<file path="config.mk">
export PLATFORM = sky130hd
export DESIGN_NAME = path_keyword_classifier_top
export DESIGN_NICKNAME = d
export VERILOG_FILES = /design/src/hdl/pkc_pkg.sv /design/src/hdl/pkc_match.sv /design/src/hdl/pkc_scan.sv /design/src/hdl/path_keyword_classifier_top.sv
export SDC_FILE = /design/constraint.sdc
export NUM_CORES = 1
export LEC_CHECK = 0
export CAP_MARGIN = 5
export CORE_MARGIN = 10
export CORE_UTILIZATION = 50
export CTS_BUF_LIST = sky130_fd_sc_hd__clkbuf_4 sky130_fd_sc_hd__clkbuf_8 sky130_fd_sc_hd__clkbuf_16
export DETAILED_ROUTE_END_ITERATION = 12
export DONT_BUFFER_PORTS = 1
export PLACE_DENSITY_LB_ADDON = 0.3
export SLEW_MARGIN = 10
export SYNTH_ARGS = -nofsm -noshare
export SYNTH_HDL_FRONTEND = slang
export SYNTH_SLANG_ARGS = --single-unit
export TNS_END_PERCENT = 5
</file>
<file path="constraint.sdc">
create_clock -name aclk -period 8.5 [get_ports aclk]
set_input_delay 1.275 -clock aclk [delete_from_list [all_inputs] [get_ports aclk]]
set_output_delay 1.275 -clock aclk [all_outputs]
set_load 0.02 [all_outputs]
</file>
<file path="src/hdl/pkc_pkg.sv">
package pkc_pkg;

    // Byte count of the longest keyword, and how many keywords there are.
    localparam int KW_MAX_LEN = 9;
    localparam int KW_COUNT   = 21;
    localparam int HIT_BITS   = 9;
    localparam int WIN_DEPTH  = 8;
    localparam int PREFIX_LEN = 10;

    typedef logic [7:0] byte_t;
    typedef logic [HIT_BITS-1:0] hit_vec_t;
    // Element 0 is the newest byte.
    typedef logic [WIN_DEPTH-1:0][7:0] window_t;
    // Element 0 is the last character of the keyword.
    typedef logic [KW_MAX_LEN-1:0][7:0] kw_text_t;
    typedef logic [PREFIX_LEN-1:0][7:0] prefix_text_t;

    typedef enum logic [2:0] {
        CAT_UNKNOWN     = 3'd0,
        CAT_DATA        = 3'd1,
        CAT_METADATA    = 3'd2,
        CAT_CONSISTENCY = 3'd3,
        CAT_RELIABILITY = 3'd4,
        CAT_FILESYSTEM  = 3'd5,
        CAT_TEMPORARY   = 3'd6,
        CAT_ADMIN       = 3'd7
    } category_t;

    // Hit flag positions.
    localparam int HIT_SYS   = 0;
    localparam int HIT_XL    = 1;
    localparam int HIT_CONS  = 2;
    localparam int HIT_FS    = 3;
    localparam int HIT_ADMIN = 4;
    localparam int HIT_REL   = 5;
    localparam int HIT_DATA  = 6;
    localparam int HIT_TEMP  = 7;
    localparam int HIT_SLASH = 8;

    localparam byte_t CHR_SLASH = 8'h2f;
    localparam byte_t CHR_DOT   = 8'h2e;
    localparam byte_t CHR_NUL   = 8'h00;

    // Object-store system directory prefix, first character in the highest element.
    localparam prefix_text_t SYS_PREFIX = 80'h2e6d696e696f2e737973;

    localparam kw_text_t KW_TEXT [KW_COUNT] = '{
        "xl.meta",
        "wal", "WAL", "raft", "trans",
        "jour", "jbd",
        "conf", ".log", "acces", "error",
        "heal", "replic",
        "data", "object", "bucket", 40'h6d696e696f,
        ".tmp", ".part", "multipart", "/tmp/"
    };

    localparam int KW_LEN [KW_COUNT] = '{
        7,
        3, 3, 4, 5,
        4, 3,
        4, 4, 5, 5,
        4, 6,
        4, 6, 6, 5,
        4, 5, 9, 5
    };

    localparam hit_vec_t KW_MASK [KW_COUNT] = '{
        hit_vec_t'(1) << HIT_XL,
        hit_vec_t'(1) << HIT_CONS, hit_vec_t'(1) << HIT_CONS,
        hit_vec_t'(1) << HIT_CONS, hit_vec_t'(1) << HIT_CONS,
        hit_vec_t'(1) << HIT_FS, hit_vec_t'(1) << HIT_FS,
        hit_vec_t'(1) << HIT_ADMIN, hit_vec_t'(1) << HIT_ADMIN,
        hit_vec_t'(1) << HIT_ADMIN, hit_vec_t'(1) << HIT_ADMIN,
        hit_vec_t'(1) << HIT_REL, hit_vec_t'(1) << HIT_REL,
        hit_vec_t'(1) << HIT_DATA, hit_vec_t'(1) << HIT_DATA,
        hit_vec_t'(1) << HIT_DATA, hit_vec_t'(1) << HIT_DATA,
        hit_vec_t'(1) << HIT_TEMP, hit_vec_t'(1) << HIT_TEMP,
        hit_vec_t'(1) << HIT_TEMP, hit_vec_t'(1) << HIT_TEMP
    };

    // One accepted byte on its way into the scanner.
    typedef struct packed {
        logic  valid;
        logic  last;
        byte_t path_byte;
    } scan_step_t;

    // Fixed priority from the hit flags to a category.
    function automatic category_t resolve_category(hit_vec_t hits);
        category_t cat;
        priority if (hits[HIT_SYS] || hits[HIT_XL]) cat = CAT_METADATA;
        else if (hits[HIT_CONS])                    cat = CAT_CONSISTENCY;
        else if (hits[HIT_FS])                      cat = CAT_FILESYSTEM;
        else if (hits[HIT_ADMIN])                   cat = CAT_ADMIN;
        else if (hits[HIT_REL])                     cat = CAT_RELIABILITY;
        else if (hits[HIT_DATA])                    cat = CAT_DATA;
        else if (hits[HIT_TEMP])                    cat = CAT_TEMPORARY;
        else if (hits[HIT_SLASH])                   cat = CAT_DATA;
        else                                        cat = CAT_UNKNOWN;
        return cat;
    endfunction

endpackage

</file>
<file path="src/hdl/pkc_match.sv">
module pkc_match
    import pkc_pkg::*;
#(
    parameter int START_LIMIT = 60,
    parameter int PW          = 6
) (
    input  byte_t        cur,
    input  window_t      window,
    input  logic [PW-1:0] pos,
    input  logic         prefix_alive,
    output hit_vec_t     found,
    output logic         prefix_alive_next
);

    always_comb begin
        logic kw_ok;
        found             = '0;
        prefix_alive_next = prefix_alive;

        // Every keyword that ends on the current byte is checked at once.
        for (int k = 0; k < KW_COUNT; k++) begin
            kw_ok = (int'(pos) >= KW_LEN[k] - 1) &&
                    (int'(pos) < START_LIMIT + KW_LEN[k] - 1) &&
                    (cur == KW_TEXT[k][0]);
            for (int j = 1; j < KW_MAX_LEN; j++) begin
                if (j < KW_LEN[k] && window[j-1] != KW_TEXT[k][j]) begin
                    kw_ok = 1'b0;
                end
            end
            if (kw_ok) begin
                found = found | KW_MASK[k];
            end
        end

        if (pos >= PW'(1) && int'(pos) < START_LIMIT + 1 && window[0] == CHR_SLASH &&
            cur != CHR_DOT && cur != CHR_NUL) begin
            found[HIT_SLASH] = 1'b1;
        end

        if (pos < PW'(PREFIX_LEN)) begin
            prefix_alive_next = prefix_alive &&
                                (cur == SYS_PREFIX[4'(PREFIX_LEN - 1) - pos[3:0]]);
            if (pos == PW'(PREFIX_LEN - 1) && prefix_alive_next) begin
                found[HIT_SYS] = 1'b1;
            end
        end
    end

endmodule

</file>
<file path="src/hdl/pkc_scan.sv">
module pkc_scan
    import pkc_pkg::*;
#(
    parameter int PATH_BYTES  = 64,
    parameter int START_LIMIT = 60
) (
    input  logic       aclk,
    input  logic       aresetn,
    input  scan_step_t step,
    output hit_vec_t   hits_next
);

    localparam int PW = $clog2(PATH_BYTES);
    localparam logic [PW-1:0] POS_LAST = PW'(PATH_BYTES - 1);

    logic [PW-1:0] pos_reg;
    window_t       window_reg;
    logic          prefix_alive_reg;
    logic          ended_reg;
    hit_vec_t      hits_reg;

    byte_t    cur;
    hit_vec_t found;
    logic     prefix_alive_next;

    // Past the terminator or the end of the buffer every byte reads as zero.
    assign cur       = (ended_reg || pos_reg >= POS_LAST) ? CHR_NUL : step.path_byte;
    assign hits_next = hits_reg | found;

    pkc_match #(
        .START_LIMIT (START_LIMIT),
        .PW          (PW)
    ) u_match (
        .cur               (cur),
        .window            (window_reg),
        .pos               (pos_reg),
        .prefix_alive      (prefix_alive_reg),
        .found             (found),
        .prefix_alive_next (prefix_alive_next)
    );

    always_ff @(posedge aclk) begin
        if (!aresetn) begin
            pos_reg          <= '0;
            window_reg       <= '0;
            prefix_alive_reg <= 1'b1;
            ended_reg        <= 1'b0;
            hits_reg         <= '0;
        end else if (step.valid) begin
            if (step.last) begin
                pos_reg          <= '0;
                window_reg       <= '0;
                prefix_alive_reg <= 1'b1;
                ended_reg        <= 1'b0;
                hits_reg         <= '0;
            end else begin
                if (pos_reg < POS_LAST) begin
                    pos_reg <= pos_reg + PW'(1);
                end
                window_reg       <= {window_reg[WIN_DEPTH-2:0], cur};
                prefix_alive_reg <= prefix_alive_next;
                ended_reg        <= ended_reg || (cur == CHR_NUL);
                hits_reg         <= hits_next;
            end
        end
    end

endmodule

</file>
<file path="src/hdl/path_keyword_classifier_top.sv">
// Path keyword classifier.
//
// The slave channel takes a file path one byte per transaction: s_tdata[7:0]
// carries the character and s_tlast marks the final byte of the path. The
// first zero byte ends the string; bytes after it, and bytes at buffer position
// PATH_BYTES-1 and later, count as zero. A keyword counts only when it starts
// before position START_LIMIT.
// When the byte marked last has been processed, one transaction appears on the
// master channel with the category in m_tdata[2:0]. Bytes without tlast give
// no result.
// Throughput is one byte per cycle while no last byte waits for the output
// register. The byte goes into an input register, all keyword windows are
// compared against it in parallel as it leaves that register, and for a last
// byte the category then lands in the output register, which drives m_tvalid.
// When the master side stalls, the output register holds the category and the
// next path keeps streaming into the scanner; only a further last byte waits
// for the output register to free up, which then backs up s_tready.
// Reset (aresetn low, synchronous) empties both registers and clears the scan
// state; the scan state is also cleared after every last byte.
module path_keyword_classifier_top
    import pkc_pkg::*;
#(
    parameter int PATH_BYTES  = 64,
    parameter int START_LIMIT = 60
) (
    input  logic       aclk,
    input  logic       aresetn,
    input  logic       s_tvalid,
    output logic       s_tready,
    input  logic [7:0] s_tdata,   // [7:0] path_byte
    input  logic       s_tlast,
    output logic       m_tvalid,
    input  logic       m_tready,
    output logic [7:0] m_tdata    // [2:0] category, [7:3] zero
);

    logic      in_valid_reg;
    logic      in_last_reg;
    byte_t     in_byte_reg;
    logic      out_valid_reg;
    category_t out_cat_reg;

    logic       out_free;
    logic       core_fire;
    scan_step_t step;
    hit_vec_t   hits_next;

    // A byte without tlast never needs the output register; a last byte
    // needs it empty or being emptied in this cycle.
    assign out_free  = !out_valid_reg || m_tready;
    assign core_fire = in_valid_reg && (!in_last_reg || out_free);
    assign s_tready  = !in_valid_reg || core_fire;

    assign step.valid     = core_fire;
    assign step.last      = in_last_reg;
    assign step.path_byte = in_byte_reg;

    pkc_scan #(
        .PATH_BYTES  (PATH_BYTES),
        .START_LIMIT (START_LIMIT)
    ) u_scan (
        .aclk      (aclk),
        .aresetn   (aresetn),
        .step      (step),
        .hits_next (hits_next)
    );

    // Input register.
    always_ff @(posedge aclk) begin
        if (!aresetn) begin
            in_valid_reg <= 1'b0;
        end else if (s_tready) begin
            in_valid_reg <= s_tvalid;
        end
    end

    always_ff @(posedge aclk) begin
        if (s_tvalid && s_tready) begin
            in_byte_reg <= s_tdata;
            in_last_reg <= s_tlast;
        end
    end

    // Output register.
    always_ff @(posedge aclk) begin
        if (!aresetn) begin
            out_valid_reg <= 1'b0;
        end else if (core_fire && in_last_reg) begin
            out_valid_reg <= 1'b1;
        end else if (m_tready) begin
            out_valid_reg <= 1'b0;
        end
    end

    always_ff @(posedge aclk) begin
        if (core_fire && in_last_reg) begin
            out_cat_reg <= resolve_category(hits_next);
        end
    end

    assign m_tvalid = out_valid_reg;
    assign m_tdata  = {5'b0, out_cat_reg};

endmodule
</file>
==> summary.md <==
| Metric | Value |
|---|---|
| Worst Path Buf+Inv | `1` |
| Cell area after synthesis | `5600 µm²` |
| Post-CTS Resized | `0` |
| GPL Wtd Cong | `0.975` |
| Vias in the first global route | `4,581` |
| CP Max Fanout | `14` |
| XOR/XNOR Fraction of Synth Area | `1.56%` |
| H-tree depth | `3` |
| Hold WS | `470 ps` |
| TritonCTS Buffers | `9` |
| Layout cell share with drive strength beyond 1 | `4.94%` |
| Max FFs per register | `64` |
| Iter 0 DRT Violations | `579` |
| Initial antenna violation count | `1` |
| DR vias | `4,944` |
| Number of core rows | `38` |
| GRT busiest layer | `met1` |
| FMAX | `304 MHz` |
| Post-DP Area | `5600 µm²` |
| Post-synth EDFFs | `12` |
| WP data arrival | `3430 ps` |
| Pin count of the biggest net entering global routing | `71` |
| Cell Chain, Critical Path | `ha_1 -> inv_1 -> o21ai_1 -> or4b_1 -> nor4_1 -> a211oi_1 -> a21bo_2 -> o31a_1` |
| Root buffer cell | `clkbuf_8` |
| Ratio of final minimum period to clock period | `38.7%` |
| Yosys cell types | `74` |
| Post-route ant nets | `0` |
| Core area | `10,900 µm²` |
| Area leader, netlist | `dfxtp_1` |
| # DRC | `0` |
| Worst-case vdd ir drop | `0.109 mV` |
| Synth Area in Compound Gates | `18.3%` |
| Register clock-pin slew on the reported worst setup and hold paths | `100 ps` |
| Hold_buf cts | `0` |
| Largest family of logic cells by synthesized area | `simple AND/OR/NAND/NOR gates` |
| Post-Synth Simple-Gate Area | `36.9%` |
| Met2 usage | `27.8%` |
| Tot Pwr | `0.803 mW` |
| Final instance area | `5780 µm²` |
| Sequential share of the synthesized area | `36.1%` |
| Critical path startpoint category | `register` |
| M3 GR Usage | `4.24%` |
| Met1 GRT Util | `29.1%` |
| Ranking of synthesized cells by area | `dfxtp_1 30%, nand3b_1 8.0%, a21boi_0 7.9%` |
| Final setup vio count | `0` |
| CP Class | `register to register` |
| Total Wirelength | `16.3 mm` |
| # Post-CTS Setup Buffers | `0` |
| Top FF cell, synth | `dfxtp_1` |
| Hold Path Class | `register to register` |
| Max_cap viols | `0` |
| DIE WIDTH | `126 µm` |
| Outcome | `finished clean` |
| Final min period | `3290 ps` |
| Worst Setup End Kind | `register` |
| Layout Utilization | `53.1%` |
| Worst Clk Skew | `16.1 ps` |
| Layout Nets | `645` |
| Global-route wire length before repair | `26.2 mm` |
| Slew Limit Fails | `0` |
| Buffer depth of the longest clock path | `2` |
| Synthesized flop and latch total | `95` |
| Post-synth ARST share | `0%` |
| Congestion Overflow GR | `0` |
| Syn Inst Count | `655` |
| Die Y | `126 µm` |
| Number of diodes | `0` |
| Power Density | `139 nW/µm²` |
| Initial Util | `51.5%` |
| Post-DP HPWL | `11.4 mm` |
| Top delay family on crit path | `compound AO/OA/AOI/OAI gates` |
| Die area | `15,800 µm²` |
| Hold Vio Cnt, Final | `0` |
| Mux share of post-synthesis cell area | `0.357%` |
| Detailed Routing Iterations Pass 1 | `5` |
| Relative slew margins | `23.2%` |
| Syn. warnings | `0` |
| CTS tree | `built` |
| Slowest stage delay, CP | `650 ps` |
| Worst Path Required | `8640 ps` |
| IO buf count | `0` |
| CP max-delay cell | `dfxtp_1` |
| Syn Area/Cell | `8.55 µm²` |
| Synth Area in Adders | `2.23%` |
| GR Util All Layers | `20.0%` |
| Leakage | `1.77 nW` |
| Top cell type's share of synthesized area | `29.7%` |
| Setup TNS | `0 ps` |
| Average routed wire per standard cell | `21.3 µm` |
| Vias/cell | `6.45` |
| RSZ-0062 raised after global routing | `false` |
| Clock Sinks | `95` |
| Clk_lat worst skew | `390 ps` |
| P&R area growth vs syn | `3.19%` |
| Slew @ Worst Pin | `1150 ps` |
| IO Pins | `23` |
## tightest hold or removal path: cells and delay by family (launching register included)
kind / cells / cell delay [ps]
AND/OR/NAND/NOR: 1 / 40
AO/OA/AOI/OAI: 1 / 70
flip-flops: 1 / 320
## kinds of logic after synthesis
family / count (synthesis)
multiplexers: 2
buffers and inverters: 61
XOR/XNOR: 10
flip-flops: 95
other: 1
AO/OA/AOI/OAI: 136
AND/OR/NAND/NOR: 340
adder cells (fa/ha/maj): 10
## cells in the mapped netlist (4+ instances only)
| cell type | instances |
|---|---|
| buf_1 | 7 |
| nand2_1 | 83 |
| nand2b_1 | 10 |
| a21oi_1 | 7 |
| nor2b_1 | 26 |
| and4_1 | 4 |
| or3_1 | 6 |
| a22oi_1 | 8 |
| a21boi_0 | 59 |
| a211oi_1 | 5 |
| xnor2_1 | 6 |
| nor4b_1 | 8 |
| nor2_1 | 22 |
| nor3_1 | 14 |
| inv_1 | 11 |
| clkbuf_1 | 37 |
| buf_4 | 5 |
| nand4_1 | 16 |
| nand3_1 | 17 |
| nor4bb_1 | 6 |
| dfxtp_1 | 83 |
| edfxtp_1 | 12 |
| or4_1 | 6 |
| o21ai_0 | 10 |
| nand4b_1 | 11 |
| ha_1 | 10 |
| o21ai_1 | 5 |
| nand3b_1 | 60 |
| and4b_1 | 4 |
| and3_1 | 4 |
| and2_1 | 5 |
| nor4_1 | 18 |
| nand4bb_1 | 4 |
| xor2_1 | 4 |
## layer usage
metal,wire (µm),part of all wire [%]
met1,8090,50
met2,6780,42
met3,1030,6.3
met4,397,2.4
met5,12,0.074
## placed cells by master (no fill, tap or decap), types with 7 or more instances in the layout
master / instances
clkbuf_8: 9
nand2_1: 82
a22oi_1: 8
nor2b_1: 26
ha_1: 10
nor2_1: 22
inv_1: 11
nor3_1: 14
nand4b_1: 11
o21ai_0: 10
a21boi_0: 59
nand4_1: 16
nand3_1: 17
dfxtp_1: 82
edfxtp_1: 12
nor4b_1: 8
nand3b_1: 60
a21oi_1: 7
nor4_1: 18
nand2b_1: 10
## final timing paths
kind	start	slack [ps]	to	depth (start not counted)
max	u_scan.pos_reg[0]	5210	out_cat_reg[0]	8
min	u_scan.window_reg[57]	470	u_scan.window_reg[57]	2
max reg2reg	u_scan.pos_reg[0]	5210	out_cat_reg[0]	8
min reg2reg	u_scan.window_reg[57]	470	u_scan.window_reg[57]	2
## stage by stage
step                      std cells  worst slack, ps
final                           767             5210
after global routing            767             5050
after CTS                       767             5180
after detailed placement        751             5330
after global placement          751             5390
after floorplan                 659             5630
## power breakdown
group | switching [mW] | internal [mW]
registers | 0.0155 | 0.459
logic | 0.0263 | 0.0179
clock network | 0.166 | 0.117
## area by class of cell
class / count / area [µm²]
fillers: 1037 / 5110
multi-input cells: 503 / 3350
flip-flops and latches: 95 / 2020
well taps: 140 / 175
clock buffers: 12 / 146
inverters: 11 / 41.3
clock inverters: 4 / 31.3
repair buffers: 2 / 15.0
Note: power is estimated with default switching activity, not from simulation.
